==> src/sv/pgrp_pkg.sv <==
// Shared types and constants of the page replacement policy block.
package pgrp_pkg;

  localparam int MAX_FRAMES = 32;
  localparam int FRAME_W    = 5;
  localparam int FCOUNT_W   = 6;
  localparam int PERIOD_W   = 8;
  localparam int STAMP_W    = 16;
  localparam int FAULT_W    = 16;
  localparam int PAGE_IN_W  = 5;
  localparam int PAGE_OUT_W = 5;
  localparam int CFG_IDX_W  = 2;
  localparam int CFG_DATA_W = 8;
  localparam int IN_DATA_W  = 8;
  localparam int OUT_USED_W = 1 + FRAME_W + 1 + PAGE_OUT_W + FAULT_W;
  localparam int OUT_DATA_W = 32;

  localparam logic [CFG_IDX_W-1:0] CFG_FRAME_COUNT  = 2'd0;
  localparam logic [CFG_IDX_W-1:0] CFG_POLICY_MODE  = 2'd1;
  localparam logic [CFG_IDX_W-1:0] CFG_CLEAR_PERIOD = 2'd2;

  localparam logic [FCOUNT_W-1:0] FRAME_COUNT_RST  = 6'd4;
  localparam logic [PERIOD_W-1:0] CLEAR_PERIOD_RST = 8'd50;

  typedef enum logic [1:0] {
    POL_FIFO = 2'd0,
    POL_LRU  = 2'd1,
    POL_LFU  = 2'd2,
    POL_NUR  = 2'd3
  } policy_e;

  typedef enum logic [3:0] {
    ST_IDLE,
    ST_READ,
    ST_DECIDE,
    ST_OWNER,
    ST_SCAN,
    ST_NUR,
    ST_VREAD,
    ST_VICT,
    ST_LOAD,
    ST_FINISH
  } pgrp_state_e;

  typedef struct packed {
    logic capture;
    logic decide;
    logic hit_update;
    logic fault;
    logic alloc;
    logic fifo_pick;
    logic scan_init;
    logic nur_init;
    logic take_owner;
    logic scan_run;
    logic nur_run;
    logic victim_read;
    logic evict;
    logic load;
    logic finish;
  } pgrp_cmd_t;

  typedef struct packed {
    logic    hit;
    logic    frame_free;
    policy_e policy;
    logic    scan_done;
    logic    nur_found;
    logic    out_free;
  } pgrp_sts_t;

endpackage

==> src/sv/pgrp_ram.sv <==
// Generic single-write, single-read RAM with a registered read port.
module pgrp_ram #(
  parameter int WIDTH = 8,
  parameter int DEPTH = 32,
  localparam int AW = $clog2(DEPTH)
) (
  input  logic             clk_i,
  input  logic             we_i,
  input  logic [AW-1:0]    waddr_i,
  input  logic [WIDTH-1:0] wdata_i,
  input  logic [AW-1:0]    raddr_i,
  output logic [WIDTH-1:0] rdata_o
);

  logic [WIDTH-1:0] mem_q [DEPTH];
  logic [WIDTH-1:0] rdata_q;

  always_ff @(posedge clk_i) begin
    if (we_i) begin
      mem_q[waddr_i] <= wdata_i;
    end
    rdata_q <= mem_q[raddr_i];
  end

  assign rdata_o = rdata_q;

endmodule

==> src/sv/pgrp_ctrl.sv <==
// Sequencer that steps the datapath through lookup, victim search, load and result.
module pgrp_ctrl import pgrp_pkg::*; (
  input  logic      clk_i,
  input  logic      rst_ni,
  input  logic      in_valid_i,
  output logic      in_ready_o,
  input  pgrp_sts_t sts_i,
  output pgrp_cmd_t cmd_o
);

  pgrp_state_e state_q, state_d;

  always_ff @(posedge clk_i or negedge rst_ni) begin
    if (!rst_ni) begin
      state_q <= ST_IDLE;
    end else begin
      state_q <= state_d;
    end
  end

  always_comb begin
    state_d = state_q;
    unique case (state_q)
      ST_IDLE: begin
        if (in_valid_i) state_d = ST_READ;
      end
      ST_READ: state_d = ST_DECIDE;
      ST_DECIDE: begin
        if (sts_i.hit) begin
          state_d = ST_FINISH;
        end else if (sts_i.frame_free) begin
          state_d = ST_LOAD;
        end else begin
          unique case (sts_i.policy)
            POL_FIFO: state_d = ST_OWNER;
            POL_LRU:  state_d = ST_SCAN;
            POL_LFU:  state_d = ST_SCAN;
            POL_NUR:  state_d = ST_NUR;
            default:  state_d = ST_OWNER;
          endcase
        end
      end
      ST_OWNER: state_d = ST_VREAD;
      ST_SCAN: begin
        if (sts_i.scan_done) state_d = ST_VREAD;
      end
      ST_NUR: begin
        if (sts_i.nur_found) state_d = ST_VREAD;
      end
      ST_VREAD: state_d = ST_VICT;
      ST_VICT:  state_d = ST_LOAD;
      ST_LOAD:  state_d = ST_FINISH;
      ST_FINISH: begin
        if (sts_i.out_free) state_d = ST_IDLE;
      end
      default: state_d = ST_IDLE;
    endcase
  end

  always_comb begin
    cmd_o      = '0;
    in_ready_o = 1'b0;
    unique case (state_q)
      ST_IDLE: begin
        in_ready_o    = 1'b1;
        cmd_o.capture = in_valid_i;
      end
      ST_READ: ;
      ST_DECIDE: begin
        cmd_o.decide     = 1'b1;
        cmd_o.hit_update = sts_i.hit;
        cmd_o.fault      = !sts_i.hit;
        cmd_o.alloc      = !sts_i.hit && sts_i.frame_free;
        if (!sts_i.hit && !sts_i.frame_free) begin
          cmd_o.fifo_pick = (sts_i.policy == POL_FIFO);
          cmd_o.scan_init = (sts_i.policy == POL_LRU) || (sts_i.policy == POL_LFU);
          cmd_o.nur_init  = (sts_i.policy == POL_NUR);
        end
      end
      ST_OWNER:  cmd_o.take_owner  = 1'b1;
      ST_SCAN:   cmd_o.scan_run    = 1'b1;
      ST_NUR:    cmd_o.nur_run     = 1'b1;
      ST_VREAD:  cmd_o.victim_read = 1'b1;
      ST_VICT:   cmd_o.evict       = 1'b1;
      ST_LOAD:   cmd_o.load        = 1'b1;
      ST_FINISH: cmd_o.finish      = sts_i.out_free;
      default: ;
    endcase
  end

endmodule

==> src/sv/pgrp_dp.sv <==
// Datapath with page state, bookkeeping registers, RAMs and the result register.
module pgrp_dp import pgrp_pkg::*; #(
  parameter int VIRTUAL_PAGES = 32,
  parameter int COUNT_WIDTH   = 16
) (
  input  logic                  clk_i,
  input  logic                  rst_ni,
  input  logic                  cfg_we_i,
  input  logic [CFG_IDX_W-1:0]  cfg_index_i,
  input  logic [CFG_DATA_W-1:0] cfg_data_i,
  input  logic [PAGE_IN_W-1:0]  in_page_i,
  input  pgrp_cmd_t             cmd_i,
  output pgrp_sts_t             sts_o,
  input  logic                  out_ready_i,
  output logic                  out_valid_o,
  output logic [OUT_DATA_W-1:0] out_data_o
);

  localparam int PW        = $clog2(VIRTUAL_PAGES);
  localparam int KW        = (COUNT_WIDTH > STAMP_W) ? COUNT_WIDTH : STAMP_W;
  localparam int MW        = (PW + 1 > PAGE_IN_W) ? PW + 1 : PAGE_IN_W;
  localparam int MOD_STEPS = (2 ** PAGE_IN_W - 1) / VIRTUAL_PAGES;
  localparam logic [PW:0]   VP_C      = (PW + 1)'(VIRTUAL_PAGES);
  localparam logic [PW-1:0] LAST_PAGE = PW'(VIRTUAL_PAGES - 1);

  // Configuration.
  logic [FCOUNT_W-1:0] frame_count_q;
  policy_e             policy_q;
  logic [PERIOD_W-1:0] clear_period_q;

  // Control state.
  logic [VIRTUAL_PAGES-1:0] resident_q, resident_d;
  logic [VIRTUAL_PAGES-1:0] ref_q, ref_d;
  logic [FCOUNT_W-1:0]      alloc_q, alloc_d;
  logic [FRAME_W-1:0]       fifo_q, fifo_d;
  logic [PW-1:0]            clock_q, clock_d;
  logic [PW-1:0]            nur_start_q, nur_start_d;
  logic [STAMP_W-1:0]       time_q, time_d;
  logic [PERIOD_W-1:0]      ref_idx_q, ref_idx_d;
  logic [FAULT_W-1:0]       faults_q, faults_d;
  logic [PW:0]              scan_q, scan_d;
  logic                     cmp_valid_q, cmp_valid_d;
  logic                     found_q, found_d;
  logic                     out_valid_q, out_valid_d;

  // Payload.
  logic [PW-1:0]         p_q, p_d;
  logic [PW-1:0]         v_q, v_d;
  logic [FRAME_W-1:0]    f_q, f_d;
  logic                  hit_q, hit_d;
  logic                  ev_q, ev_d;
  logic [PW-1:0]         cmp_idx_q, cmp_idx_d;
  logic [KW-1:0]         best_q, best_d;
  logic [OUT_DATA_W-1:0] out_data_q, out_data_d;

  // Combinational helpers.
  logic [MW-1:0]            pg_mod;
  logic [FCOUNT_W-1:0]      frames_n;
  logic [FRAME_W-1:0]       fifo_idx, fifo_next;
  logic [FCOUNT_W-1:0]      fifo_inc;
  logic [PW-1:0]            clock_next;
  logic                     nur_hit;
  logic [PERIOD_W:0]        idx_inc, period;
  logic [STAMP_W-1:0]       age;
  logic [COUNT_WIDTH-1:0]   cnt_inv;
  logic [KW-1:0]            key;
  logic [PW+PAGE_OUT_W-1:0] v_wide;
  logic [PAGE_OUT_W-1:0]    evp;

  // RAM ports.
  logic [FRAME_W-1:0]     frame_rd;
  logic [PW-1:0]          frame_raddr;
  logic [PW-1:0]          owner_rd;
  logic [STAMP_W-1:0]     stamp_rd;
  logic [COUNT_WIDTH-1:0] cnt_rd, cnt_wdata;
  logic [PW-1:0]          cnt_waddr, sweep_raddr;
  logic                   cnt_we;

  always_comb begin
    pg_mod = MW'(in_page_i);
    for (int k = 0; k < MOD_STEPS; k++) begin
      if (pg_mod >= MW'(VIRTUAL_PAGES)) pg_mod = pg_mod - MW'(VIRTUAL_PAGES);
    end
  end

  always_comb begin
    priority if (frame_count_q == '0) begin
      frames_n = FCOUNT_W'(1);
    end else if (frame_count_q > FCOUNT_W'(MAX_FRAMES)) begin
      frames_n = FCOUNT_W'(MAX_FRAMES);
    end else begin
      frames_n = frame_count_q;
    end
  end

  assign fifo_idx   = ({1'b0, fifo_q} >= frames_n) ? '0 : fifo_q;
  assign fifo_inc   = {1'b0, fifo_idx} + 1'b1;
  assign fifo_next  = (fifo_inc >= frames_n) ? '0 : fifo_inc[FRAME_W-1:0];
  assign clock_next = (clock_q == LAST_PAGE) ? '0 : clock_q + 1'b1;
  assign nur_hit    = resident_q[clock_q] && !ref_q[clock_q];
  assign idx_inc    = {1'b0, ref_idx_q} + 1'b1;
  assign period     = (clear_period_q == '0) ? (PERIOD_W + 1)'(1) : {1'b0, clear_period_q};
  assign age        = time_q - stamp_rd;
  assign cnt_inv    = ~cnt_rd;
  assign key        = (policy_q == POL_LRU) ? KW'(age) : KW'(cnt_inv);
  assign v_wide     = {{PAGE_OUT_W{1'b0}}, v_q};
  assign evp        = ev_q ? v_wide[PAGE_OUT_W-1:0] : '0;

  assign frame_raddr = cmd_i.victim_read ? v_q : p_q;
  assign sweep_raddr = (cmd_i.scan_run && (scan_q < VP_C)) ? scan_q[PW-1:0] : p_q;
  assign cnt_we      = cmd_i.hit_update || cmd_i.evict || cmd_i.load;
  assign cnt_waddr   = cmd_i.evict ? v_q : p_q;

  always_comb begin
    priority if (cmd_i.hit_update) begin
      cnt_wdata = (cnt_rd == '1) ? cnt_rd : cnt_rd + 1'b1;
    end else if (cmd_i.evict) begin
      cnt_wdata = '0;
    end else begin
      cnt_wdata = COUNT_WIDTH'(1);
    end
  end

  pgrp_ram #(.WIDTH(FRAME_W), .DEPTH(VIRTUAL_PAGES)) u_frame_ram (
    .clk_i   (clk_i),
    .we_i    (cmd_i.load),
    .waddr_i (p_q),
    .wdata_i (f_q),
    .raddr_i (frame_raddr),
    .rdata_o (frame_rd)
  );

  pgrp_ram #(.WIDTH(PW), .DEPTH(MAX_FRAMES)) u_owner_ram (
    .clk_i   (clk_i),
    .we_i    (cmd_i.load),
    .waddr_i (f_q),
    .wdata_i (p_q),
    .raddr_i (fifo_idx),
    .rdata_o (owner_rd)
  );

  pgrp_ram #(.WIDTH(STAMP_W), .DEPTH(VIRTUAL_PAGES)) u_stamp_ram (
    .clk_i   (clk_i),
    .we_i    (cmd_i.finish),
    .waddr_i (p_q),
    .wdata_i (time_q),
    .raddr_i (sweep_raddr),
    .rdata_o (stamp_rd)
  );

  pgrp_ram #(.WIDTH(COUNT_WIDTH), .DEPTH(VIRTUAL_PAGES)) u_count_ram (
    .clk_i   (clk_i),
    .we_i    (cnt_we),
    .waddr_i (cnt_waddr),
    .wdata_i (cnt_wdata),
    .raddr_i (sweep_raddr),
    .rdata_o (cnt_rd)
  );

  always_comb begin
    resident_d  = resident_q;
    ref_d       = ref_q;
    alloc_d     = alloc_q;
    fifo_d      = fifo_q;
    clock_d     = clock_q;
    nur_start_d = nur_start_q;
    time_d      = time_q;
    ref_idx_d   = ref_idx_q;
    faults_d    = faults_q;
    scan_d      = scan_q;
    found_d     = found_q;
    out_valid_d = out_valid_q;
    p_d         = p_q;
    v_d         = v_q;
    f_d         = f_q;
    hit_d       = hit_q;
    ev_d        = ev_q;
    best_d      = best_q;
    out_data_d  = out_data_q;
    cmp_valid_d = cmd_i.scan_run && (scan_q < VP_C);
    cmp_idx_d   = scan_q[PW-1:0];

    if (cmd_i.capture) p_d = pg_mod[PW-1:0];
    if (cmd_i.decide) begin
      hit_d = resident_q[p_q];
      ev_d  = 1'b0;
    end
    if (cmd_i.hit_update) begin
      f_d        = frame_rd;
      ref_d[p_q] = 1'b1;
    end
    if (cmd_i.fault && (faults_q != '1)) faults_d = faults_q + 1'b1;
    if (cmd_i.alloc) begin
      f_d     = alloc_q[FRAME_W-1:0];
      alloc_d = alloc_q + 1'b1;
    end
    if (cmd_i.fifo_pick) fifo_d = fifo_next;
    if (cmd_i.scan_init) begin
      scan_d  = '0;
      found_d = 1'b0;
    end
    if (cmd_i.nur_init) nur_start_d = clock_q;
    if (cmd_i.take_owner) v_d = owner_rd;
    if (cmd_i.scan_run) begin
      if (scan_q < VP_C) scan_d = scan_q + 1'b1;
      if (cmp_valid_q && resident_q[cmp_idx_q] && (!found_q || (key > best_q))) begin
        found_d = 1'b1;
        best_d  = key;
        v_d     = cmp_idx_q;
      end
    end
    if (cmd_i.nur_run) begin
      if (nur_hit) begin
        v_d = clock_q;
      end else begin
        clock_d = clock_next;
        if (clock_next == nur_start_q) ref_d = '0;
      end
    end
    if (cmd_i.evict) begin
      f_d             = frame_rd;
      resident_d[v_q] = 1'b0;
      ev_d            = 1'b1;
    end
    if (cmd_i.load) resident_d[p_q] = 1'b1;

    if (out_ready_i) out_valid_d = 1'b0;
    if (cmd_i.finish) begin
      time_d = time_q + 1'b1;
      if (ref_idx_q == '0) ref_d = '0;
      ref_idx_d   = (idx_inc >= period) ? '0 : idx_inc[PERIOD_W-1:0];
      out_valid_d = 1'b1;
      out_data_d  = {{(OUT_DATA_W - OUT_USED_W){1'b0}}, faults_q, evp, ev_q, f_q, hit_q};
    end
  end

  always_ff @(posedge clk_i or negedge rst_ni) begin
    if (!rst_ni) begin
      frame_count_q  <= FRAME_COUNT_RST;
      policy_q       <= POL_FIFO;
      clear_period_q <= CLEAR_PERIOD_RST;
      resident_q     <= '0;
      ref_q          <= '0;
      alloc_q        <= '0;
      fifo_q         <= '0;
      clock_q        <= '0;
      nur_start_q    <= '0;
      time_q         <= '0;
      ref_idx_q      <= '0;
      faults_q       <= '0;
      scan_q         <= '0;
      cmp_valid_q    <= 1'b0;
      found_q        <= 1'b0;
      out_valid_q    <= 1'b0;
    end else begin
      if (cfg_we_i) begin
        unique case (cfg_index_i)
          CFG_FRAME_COUNT:  frame_count_q  <= cfg_data_i[FCOUNT_W-1:0];
          CFG_POLICY_MODE:  policy_q       <= policy_e'(cfg_data_i[1:0]);
          CFG_CLEAR_PERIOD: clear_period_q <= cfg_data_i[PERIOD_W-1:0];
          default: ;
        endcase
      end
      resident_q  <= resident_d;
      ref_q       <= ref_d;
      alloc_q     <= alloc_d;
      fifo_q      <= fifo_d;
      clock_q     <= clock_d;
      nur_start_q <= nur_start_d;
      time_q      <= time_d;
      ref_idx_q   <= ref_idx_d;
      faults_q    <= faults_d;
      scan_q      <= scan_d;
      cmp_valid_q <= cmp_valid_d;
      found_q     <= found_d;
      out_valid_q <= out_valid_d;
    end
  end

  always_ff @(posedge clk_i) begin
    p_q        <= p_d;
    v_q        <= v_d;
    f_q        <= f_d;
    hit_q      <= hit_d;
    ev_q       <= ev_d;
    cmp_idx_q  <= cmp_idx_d;
    best_q     <= best_d;
    out_data_q <= out_data_d;
  end

  assign sts_o.hit        = resident_q[p_q];
  assign sts_o.frame_free = alloc_q < frames_n;
  assign sts_o.policy     = policy_q;
  assign sts_o.scan_done  = cmp_valid_q && (cmp_idx_q == LAST_PAGE);
  assign sts_o.nur_found  = nur_hit;
  assign sts_o.out_free   = !out_valid_q || out_ready_i;

  assign out_valid_o = out_valid_q;
  assign out_data_o  = out_data_q;

endmodule

==> src/sv/page_replacement_policy.sv <==
// Top level of the page replacement policy block.
// One page reference is taken per transfer and answered by one result transfer. A hit goes
// from the lookup to the result; a fault into a free frame loads the page first, and a FIFO
// eviction reads the owner of the oldest frame, evicts it and then loads. LRU and LFU evictions
// sweep the stamp or use-count RAM one page per cycle through its single registered read port.
// A not-used-recently eviction steps the clock pointer one page per cycle. One reference is in
// work at a time; the next is accepted once the result has been placed in the output register,
// which holds it until the downstream side takes it.
module page_replacement_policy import pgrp_pkg::*; #(
  parameter int VIRTUAL_PAGES = 32,
  parameter int COUNT_WIDTH   = 16
) (
  input  logic                  clk_i,
  input  logic                  rst_ni,
  input  logic                  cfg_we_i,
  input  logic [CFG_IDX_W-1:0]  cfg_index_i,
  input  logic [CFG_DATA_W-1:0] cfg_data_i,
  input  logic                  s_axis_tvalid,
  output logic                  s_axis_tready,
  // Fields from bit 0: page_number, then zero padding.
  input  logic [IN_DATA_W-1:0]  s_axis_tdata,
  output logic                  m_axis_tvalid,
  input  logic                  m_axis_tready,
  // Fields from bit 0: hit, frame_number, evicted, evicted_page, fault_count, zero padding.
  output logic [OUT_DATA_W-1:0] m_axis_tdata
);

  pgrp_cmd_t cmd;
  pgrp_sts_t sts;

  pgrp_ctrl u_ctrl (
    .clk_i      (clk_i),
    .rst_ni     (rst_ni),
    .in_valid_i (s_axis_tvalid),
    .in_ready_o (s_axis_tready),
    .sts_i      (sts),
    .cmd_o      (cmd)
  );

  pgrp_dp #(
    .VIRTUAL_PAGES (VIRTUAL_PAGES),
    .COUNT_WIDTH   (COUNT_WIDTH)
  ) u_dp (
    .clk_i       (clk_i),
    .rst_ni      (rst_ni),
    .cfg_we_i    (cfg_we_i),
    .cfg_index_i (cfg_index_i),
    .cfg_data_i  (cfg_data_i),
    .in_page_i   (s_axis_tdata[PAGE_IN_W-1:0]),
    .cmd_i       (cmd),
    .sts_o       (sts),
    .out_ready_i (m_axis_tready),
    .out_valid_o (m_axis_tvalid),
    .out_data_o  (m_axis_tdata)
  );

  a_one_in_work : assert property (@(posedge clk_i) disable iff (!rst_ni)
    s_axis_tvalid && s_axis_tready |=> !s_axis_tready)
    else $error("A second reference was taken while one was in work.");

  a_finish_has_room : assert property (@(posedge clk_i) disable iff (!rst_ni)
    cmd.finish |-> sts.out_free)
    else $error("A result was written over one that was not yet taken.");

  a_hit_no_evict : assert property (@(posedge clk_i) disable iff (!rst_ni)
    m_axis_tvalid && m_axis_tdata[0] |-> !m_axis_tdata[6])
    else $error("A hit reported an eviction.");

  a_no_evict_zero_page : assert property (@(posedge clk_i) disable iff (!rst_ni)
    m_axis_tvalid && !m_axis_tdata[6] |-> (m_axis_tdata[11:7] == '0))
    else $error("An evicted page was reported without an eviction.");

endmodule
==> config.mk <==
export PLATFORM = sky130hd
export DESIGN_NAME = page_replacement_policy
export DESIGN_NICKNAME = d
export VERILOG_FILES = /design/src/sv/pgrp_pkg.sv /design/src/sv/pgrp_ram.sv /design/src/sv/pgrp_ctrl.sv /design/src/sv/pgrp_dp.sv /design/src/sv/page_replacement_policy.sv
export SDC_FILE = /design/constraint.sdc
export NUM_CORES = 2
export LEC_CHECK = 0
export BUFFER_PORTS_ARGS = -buffer_cell sky130_fd_sc_hd__buf_2
export CAP_MARGIN = 20
export CORE_UTILIZATION = 60
export DETAILED_ROUTE_END_ITERATION = 16
export GPL_TIMING_DRIVEN = 0
export PLACE_DENSITY_LB_ADDON = 0.25
export SYNTH_ARGS = -nofsm -noshare
export SYNTH_HDL_FRONTEND = slang
export SYNTH_SLANG_ARGS = --single-unit
==> constraint.sdc <==
create_clock -name clk_i -period 9 [get_ports clk_i]
set_input_delay 0.45 -clock clk_i [delete_from_list [all_inputs] [get_ports clk_i]]
set_output_delay 0.45 -clock clk_i [all_outputs]
set_load 0.1 [all_outputs]
# Yosys cells after proc, flatten, opt, wreduce, memory -nomap -nowiden
# Memories as Yosys holds them, arrays and structs flattened. A register that Yosys moved wholly into a read port is not among the register bits.
# Cells that the tools add are included.
[word_totals]
register_bits = 220
ramBits = 1344
in_bits = 23
out_inout_bits = 34
wordCells = 191
memories = 4
[classes]
addsub = 9
magnitude_cmp = 13
eq_ne = 23
mux = 75
n_bitwise = 6
reduce_logical = 35
[memory_table]
columns = ["name", "depth", "word_bits", "read_ports", "rd_ports_with_merged_regs", "wr", "line", "source"]
rows = [
  ["u_dp.u_count_ram.mem_q", 32, 16, 1, 1, 1, "pgrp_ram.sv:15", "logic [WIDTH-1:0] mem_q [DEPTH];"],
  ["u_dp.u_stamp_ram.mem_q", 32, 16, 1, 1, 1, "pgrp_ram.sv:15", ""],
  ["u_dp.u_frame_ram.mem_q", 32, 5, 1, 1, 1, "pgrp_ram.sv:15", ""],
  ["u_dp.u_owner_ram.mem_q", 32, 5, 1, 1, 1, "pgrp_ram.sv:15", ""],
]
[ops]
columns = ["op", "n"]
rows = [
  ["2-to-1 mux 32 bit", 8],
  ["2-to-1 mux 5 bit", 14],
  ["bitwise OR 32 bit", 2],
  ["adder 16 x 1 -> 16 bit, second input constant", 3],
  ["2-to-1 mux 16 bit", 3],
  ["case mux 4 bit (10 select lines)", 1],
  ["AND 32 bit", 1],
  ["inverter 32 bit", 1],
  ["2-to-1 mux 6 bit", 5],
  ["2-to-1 mux 1 bit", 27],
  ["less-than comparator 5 x 6 -> 1 bit, second input constant", 4],
  ["2-to-1 mux 4 bit", 6],
  ["binary-select mux 1 bit (select 5 bit)", 4],
  ["== test 16 bit, second input constant", 1],
  ["== test 4 x 3 -> 1 bit, second input constant", 4],
  ["greater-than comparator 16 bit", 1],
  ["zero test 8 bit", 2],
  ["2-to-1 mux 8 bit", 2],
  ["!= test 16 bit, second input constant", 1],
  ["inverter 16 bit", 1],
  ["subtractor 16 bit", 1],
  ["adder 6 x 1 -> 6 bit, second input constant", 2],
  ["case mux 4 bit (3 select lines)", 1],
  ["demux 1 bit (select 5 bit)", 2],
  ["other kinds (33)", 64],
]

# Depth between registers and ports, before layout
[depth]
word_depth = 14
depth_mapped = 21
depth_no_buf = 20

# Hierarchy
# A second synthesis with hierarchy kept.
[hier_totals]
hier_cells = 4077
area_unflattened_um2 = 66468.7
[modules_own_cells]
columns = ["mod", "n_inst", "cells_per_inst", "area_per_inst_um2"]
rows = [
  ["pgrp_ram at u_dp.u_count_ram ...", 2, 1143, 20535.9],
  ["pgrp_ram at u_dp.u_frame_ram ...", 2, 277, 6344.8],
  ["pgrp_dp", 1, 1177, 12233.0],
  ["pgrp_ctrl", 1, 60, 474.2],
]

# Least setup slack after synthesis
# No wires, ideal clock.
[synth_path]
path_type = "flip-flop to flip-flop"
start = "register u_dp.fifo_q[0]"
end = "register u_dp.fifo_q[0]"
setup_ns = 0.066
arrival_ns = 4.437
required_time_ns = 8.934
slack_ns = 4.496
stages_incl_launch_ff = 22
n_path_buf = 5
cell_sequence = "dfrtp_1 > buf_2 > buf_1 > clkbuf_1 > inv_1 > ha_1 > nand2b_1 > a21o_1 > a21oi_1 > o21a_1 > clkbuf_1 > and2_1 > clkbuf_1 > ha_1 > ha_1 > a21o_1 > a21oi_1 > nor2b_1 > o21ai_0 > nand2b_1 > a211oi_4 > a22o_1"
[synth_via]
elab_chain_cells = 5
[synth_rtl]
columns = ["item", "line", "source"]
rows = [
  ["from (decl)", "pgrp_dp.sv:35", "logic [FRAME_W-1:0] fifo_q, fifo_d;"],
  ["from (signal assigned)", "pgrp_dp.sv:267", "fifo_q <= fifo_d;"],
  [">= comparator 5 x 6 -> 1 bit", "pgrp_dp.sv:96", "assign fifo_idx = ({1'b0, fifo_q} >= frames_n) ? '0 : fifo_q;"],
  ["2-to-1 mux 5 bit *", "pgrp_dp.sv:96", ""],
  ["adder 5 x 1 -> 6 bit *", "pgrp_dp.sv:97", "assign fifo_inc = {1'b0, fifo_idx} + 1'b1;"],
  [">= comparator 6 bit", "pgrp_dp.sv:98", "assign fifo_next = (fifo_inc >= frames_n) ? '0 : fifo_inc[FRAME_W-1:0];"],
  ["2-to-1 mux 5 bit *", "pgrp_dp.sv:98", ""],
]
# Mark *: on every way between the ends. The rest lies on a longest branch, timed or not.
# A chain may end at the register's enable or synchronous reset.

# Worst setup path after layout
[layout_path]
start = "register u_dp.time_q[4]"
end = "register u_dp.best_q[15] (enable)"
[layout_via]
elab_chain_cells = 6
[layout_rtl]
columns = ["item", "line", "source"]
rows = [
  ["from (decl)", "pgrp_dp.sv:38", "logic [STAMP_W-1:0] time_q, time_d;"],
  ["from (signal assigned)", "pgrp_dp.sv:270", "time_q <= time_d;"],
  ["subtractor 16 bit", "pgrp_dp.sv:103", "assign age = time_q - stamp_rd;"],
  ["2-to-1 mux 16 bit", "pgrp_dp.sv:105", "assign key = (policy_q == POL_LRU) ? KW'(age) : KW'(cnt_inv);"],
  ["named net u_dp.key[15]", "pgrp_dp.sv:66", "logic [KW-1:0] key;"],
  ["greater-than comparator 16 bit", "pgrp_dp.sv:206", "if (cmp_valid_q && resident_q[cmp_idx_q] && (!found_q || (key > best_q))) begin"],
  ["logical OR 1 bit", "pgrp_dp.sv:206", ""],
  ["logical AND 1 bit", "pgrp_dp.sv:206", ""],
  ["AND reduction 2 bit (no source line)", "-", ""],
  ["to (signal assigned)", "pgrp_dp.sv:287", "best_q <= best_d;"],
  ["to (decl)", "pgrp_dp.sv:53", "logic [KW-1:0] best_q, best_d;"],
]
# The timed path passes the listed nets, and every way through them passes these cells.

==> out/qor_table.md <==
| Parameter | Value | Unit |
|---|---|---|
| Total GRT Usage | 0.341 | - |
| Portion of synthesized cell area occupied by the leading cell type | 0.641 | - |
| Worst R2R Path Depth | 16 | - |
| Ys Warns | 0 | - |
| Number of standard cells in the final layout excluding fillers | 6912 | - |
| Clock insertion delay at the later pin of the skew report | 0.79 | ns |
| Total Nets Final | 5462 | - |
| Number of endpoints failing setup at the final stage | 0 | - |
| Area overhead of the layout relative to synthesis | 14.5 | % |
| Largest net degree at the start of global routing | 113 | - |
| Largest fanout on the critical path | 35 | - |
| Most frequently used flop master after synthesis | sky130_fd_sc_hd__edfxtp_1 | - |
| Die width | 333 | um |
| Max transition margin | 0.162 | - |
| Slew of the pin with the lowest slew margin | 1.26 | ns |
| Vias in the first global route | 43087 | - |
| Number of flip-flops and latches in the synthesized netlist | 1606 | - |
| Unrepaired setup endpoints after global routing | no | - |
| Standard cell core area | 108000 | sq um |
| Sequential cell fraction of total power | 0.427 | - |
| Power density of the placed cells | 283 | nW/um^2 |
| Wire length per cell after detailed routing | 27.5 | um |
| Worst min-delay path class | input port to flip-flop | - |
| Maximum operating frequency | 0.171 | GHz |
| Hold path endpoint | u_dp.out_valid_o | - |
| Fraction of power consumed by combinational cells | 0.265 | - |
| Critical-path cell list | ha_1, o21ai_0, nand2b_1, o211ai_1, a31oi_1, a221oi_1, xnor2_1, nand2_1, o21ai_0, ha_1, nand2_1, nor3_1, o21ai_0, o221ai_1, o211ai_1, inv_1 | - |
| Clk pin slew, worst setup/hold paths | 0.06 | ns |
| Worst VDD drop | 0.209 | mV |
| Synth unique cells | 82 | - |
| Max-capacitance violation count | 0 | - |
| Cell taking the most area after synthesis | sky130_fd_sc_hd__edfxtp_1 | - |
| Data required time at the worst endpoint | 9.39 | ns |
| Hold Path Depth | 3 | - |
| Count of final max-slew check failures | 0 | - |
| Placement Setup Slack | 3.00 | ns |
| Share of the clock period used by the worst path | 0.651 | - |
| Post-synthesis average cell area | 13.0 | sq um |
| Vias per inst | 6.55 | - |
| Cell repeated most along the worst path | sky130_fd_sc_hd__o21ai_0 | - |
| Hold Slack | 0.116 | ns |
| Final weighted congestion in routability-driven placement | 1.00 | - |
| Number of enable-type register cells in the synthesized netlist | 1399 | - |
| Post-detailed-route DRC marker count | 0 | - |
| Critical R2R Capture | u_dp.best_q[15] | - |
| Worst setup margin | 3.14 | ns |
| Setup TNS | 0 | ns |
| Overflow after GRT | 0 | - |
| Cells taking the most area after synthesis | sky130_fd_sc_hd__edfxtp_1 64%, sky130_fd_sc_hd__nand2_1 6.8%, sky130_fd_sc_hd__dfrtp_1 5.7% | - |
| Post-CTS Setup Inserts | 0 | - |
| Worst reg2reg path startpoint | u_dp.time_q[4] | - |
| Min Clock Period, post-route | 5.86 | ns |
| Critical Path Sink Type | flip-flop | - |
| Num Clock Sinks | 1606 | - |
| Number of buffers between clock root and the deepest sink | 3 | - |
| Cts bufs inserted | 158 | - |
| Share of flip-flops with an asynchronous set or reset after synthesis | 0.0959 | - |
| Initial core utilization | 0.609 | - |
| Net switching component of the power | 0.00726 | W |
| Level count of the clock H-tree | 4 | - |
| Setup slack, reg-to-reg | 3.14 | ns |
| Post-synthesis instance area | 65600 | sq um |
| Sw Share | 0.341 | - |
| Number of detailed-routing iterations run before antenna repair | 8 | - |
| Post-Route Skew | 0.0323 | ns |
| Routed Antenna Nets | 0 | - |
| First-pass GRT wire length | 275000 | um |
| Fraction of layout instances using a drive strength above 1 | 0.128 | - |
| Die Footprint | 111000 | sq um |
| Number of placement rows | 120 | - |
| Number of instances in the synthesized netlist | 5029 | - |
| Arrival @ worst endpoint | 6.25 | ns |
| Kind of launch point of the worst setup path | flip-flop | - |
| Static leakage | 26.4 | nW |
| Fin. Hold Viols | 0 | - |
| Vias | 45274 | - |
| Power, Total | 0.0213 | W |
| CP max stage delay | 1.12 | ns |
| Quantity of I/O buffers inserted on ports | 49 | - |
| Clock power share | 0.307 | - |
| Power Internal | 0.0140 | W |
| Half-perimeter wire length after detailed placement | 130000 | um |
| Total Routed Length | 190000 | um |
| TritonCTS clock tree | built | - |
| Cell at the root of the clock tree | sky130_fd_sc_hd__clkbuf_16 | - |
| Number of antenna violations at the first check in global routing | 3 | - |
| Die height | 333 | um |
| CP Class | flip-flop to flip-flop | - |
| Result of the run | finished clean | - |
| Starting DRT DRC Count | 7302 | - |
| Critical-path top delay cell | sky130_fd_sc_hd__dfrtp_1 | - |
| Min-Delay Startpoint | m_axis_tready | - |
| Sequential-to-total area share from yosys stat | 0.716 | - |
| Number of instances in the placed design | 6588 | - |
| Boundary Pins | 57 | - |
power by group through the flow:
stage,Sequential (W),Clock [W],Combinational (W)
after floorplan,0.00913,0,0.00315
after global placement,0.00932,0,0.00493
after detailed placement,0.00926,0,0.00525
after CTS,0.00911,0.00655,0.00531
after global routing,0.00909,0.00683,0.00592
final,0.00908,0.00653,0.00564
cell families (layout without fill, tap and decap cells):
family | after synthesis | after routing | synth area share
muxes | 171 | 171 | 0.0388
other | 1 | 10 | 0.0000572
and+or+nand+nor | 2275 | 2275 | 0.155
DFF | 1606 | 1606 | 0.716
AOI/OAI and AO/OA | 481 | 481 | 0.0455
buffers and inverters | 355 | 826 | 0.0227
xor gates and xnor gates | 71 | 71 | 0.00948
adders and majority gates | 69 | 69 | 0.0133
sequential cells by signal, summed over array words and instances, names as in the netlist, 6 cells and up:
name and flops:
u_dp.u_count_ram.mem_q 512, u_dp.u_stamp_ram.mem_q 512, u_dp.u_frame_ram.mem_q 160, u_dp.u_owner_ram.mem_q 160, u_dp.ref_q 32, u_dp.resident_q 32, u_dp.out_data_o 28, u_dp.best_q 16
u_dp.faults_q 16, u_dp.time_q 16, u_dp.u_count_ram.rdata_o 16, u_dp.u_stamp_ram.rdata_o 16, u_dp.clear_period_q 8, u_dp.ref_idx_q 8, u_dp.alloc_q 6, u_dp.frame_count_q 6
u_dp.scan_q 6
cell type report:
type / instances / area [sq um]
repair buffers: 178 / 2370
flip-flops and latches: 1606 / 46900
clock buffers: 222 / 4370
clock inverters: 71 / 744
plain buffers: 290 / 1240
multi-input cells: 3071 / 17400
diodes: 6 / 15.0
well taps: 1403 / 1760
inverters: 65 / 244
fillers: 6954 / 32600
worst max-delay path by stage:
stage	start	endpoint	cells after the start
detailed placement	u_dp.time_q[2]	u_dp.best_q[10]	16
finish	u_dp.time_q[4]	u_dp.best_q[15]	16
global placement	u_dp.p_q[2]	u_dp.u_count_ram.mem_q[11][14]	6
global route	u_dp.time_q[4]	u_dp.best_q[15]	16
CTS	u_dp.time_q[0]	u_dp.best_q[15]	18
floorplan	u_dp.fifo_q[0]	u_dp.fifo_q[0]	21
cells in the final DEF (no fill, tap or decap), types with 123 or more instances in the layout:
cell type                   instances
sky130_fd_sc_hd__nand3_1          450
sky130_fd_sc_hd__o21ai_0          123
sky130_fd_sc_hd__clkbuf_1         212
sky130_fd_sc_hd__a31oi_1          170
sky130_fd_sc_hd__buf_2            144
sky130_fd_sc_hd__clkbuf_16        161
sky130_fd_sc_hd__nor2_1           183
sky130_fd_sc_hd__edfxtp_1        1399
sky130_fd_sc_hd__dfrtp_1          150
sky130_fd_sc_hd__nand2_1         1183
sky130_fd_sc_hd__nand4_1          180
critical path, delay by kind of cell (launching register included):
kind            cells  cell delay, ns
buf+inv             1            0.60
simple gates        4            0.60
xor+xnor            1            0.13
fa+ha+maj           2            0.82
flops               1            1.12
compound gates      8            2.23
what timing repair did:
action,CTS,global route
hold buffers,14,0
endpoints found under the hold margin,63,0
resized for setup,0,0
metal layers:
metal | share of wire | up-vias | track usage
met5 | 0.00049 | - | 0.00174
met4 | 0.063 | 4 | 0.194
met3 | 0.13 | 601 | 0.0803
met2 | 0.44 | 3513 | 0.500
met1 | 0.37 | 21941 | 0.471
li1 | - | 19215 | -
cell usage after synthesis (37+ instances only):
library cell	n
sky130_fd_sc_hd__ha_1	68
sky130_fd_sc_hd__nor3_1	52
sky130_fd_sc_hd__a21oi_1	70
sky130_fd_sc_hd__nor2_1	241
sky130_fd_sc_hd__edfxtp_1	1399
sky130_fd_sc_hd__mux4_2	63
sky130_fd_sc_hd__mux2_2	37
sky130_fd_sc_hd__nand4_1	180
sky130_fd_sc_hd__clkbuf_1	163
sky130_fd_sc_hd__o21ai_0	123
sky130_fd_sc_hd__mux2i_1	71
sky130_fd_sc_hd__nand3_1	450
sky130_fd_sc_hd__xnor2_1	50
sky130_fd_sc_hd__buf_2	96
sky130_fd_sc_hd__dfxtp_1	53
sky130_fd_sc_hd__inv_1	63
sky130_fd_sc_hd__dfrtp_1	150
sky130_fd_sc_hd__a31oi_1	170
sky130_fd_sc_hd__nand2_1	1183
sky130_fd_sc_hd__nand2b_1	41
per-stage QoR:
stage | utilization | instance area (sq um)
4_1_cts | 0.695 | 74900
6_report | 0.697 | 75100
5_1_grt | 0.697 | 75100
3_5_place_dp | 0.647 | 69600
3_3_place_gp | 0.628 | 67600
2_1_floorplan | - | 65600
Power figures use the tool's default switching activity.
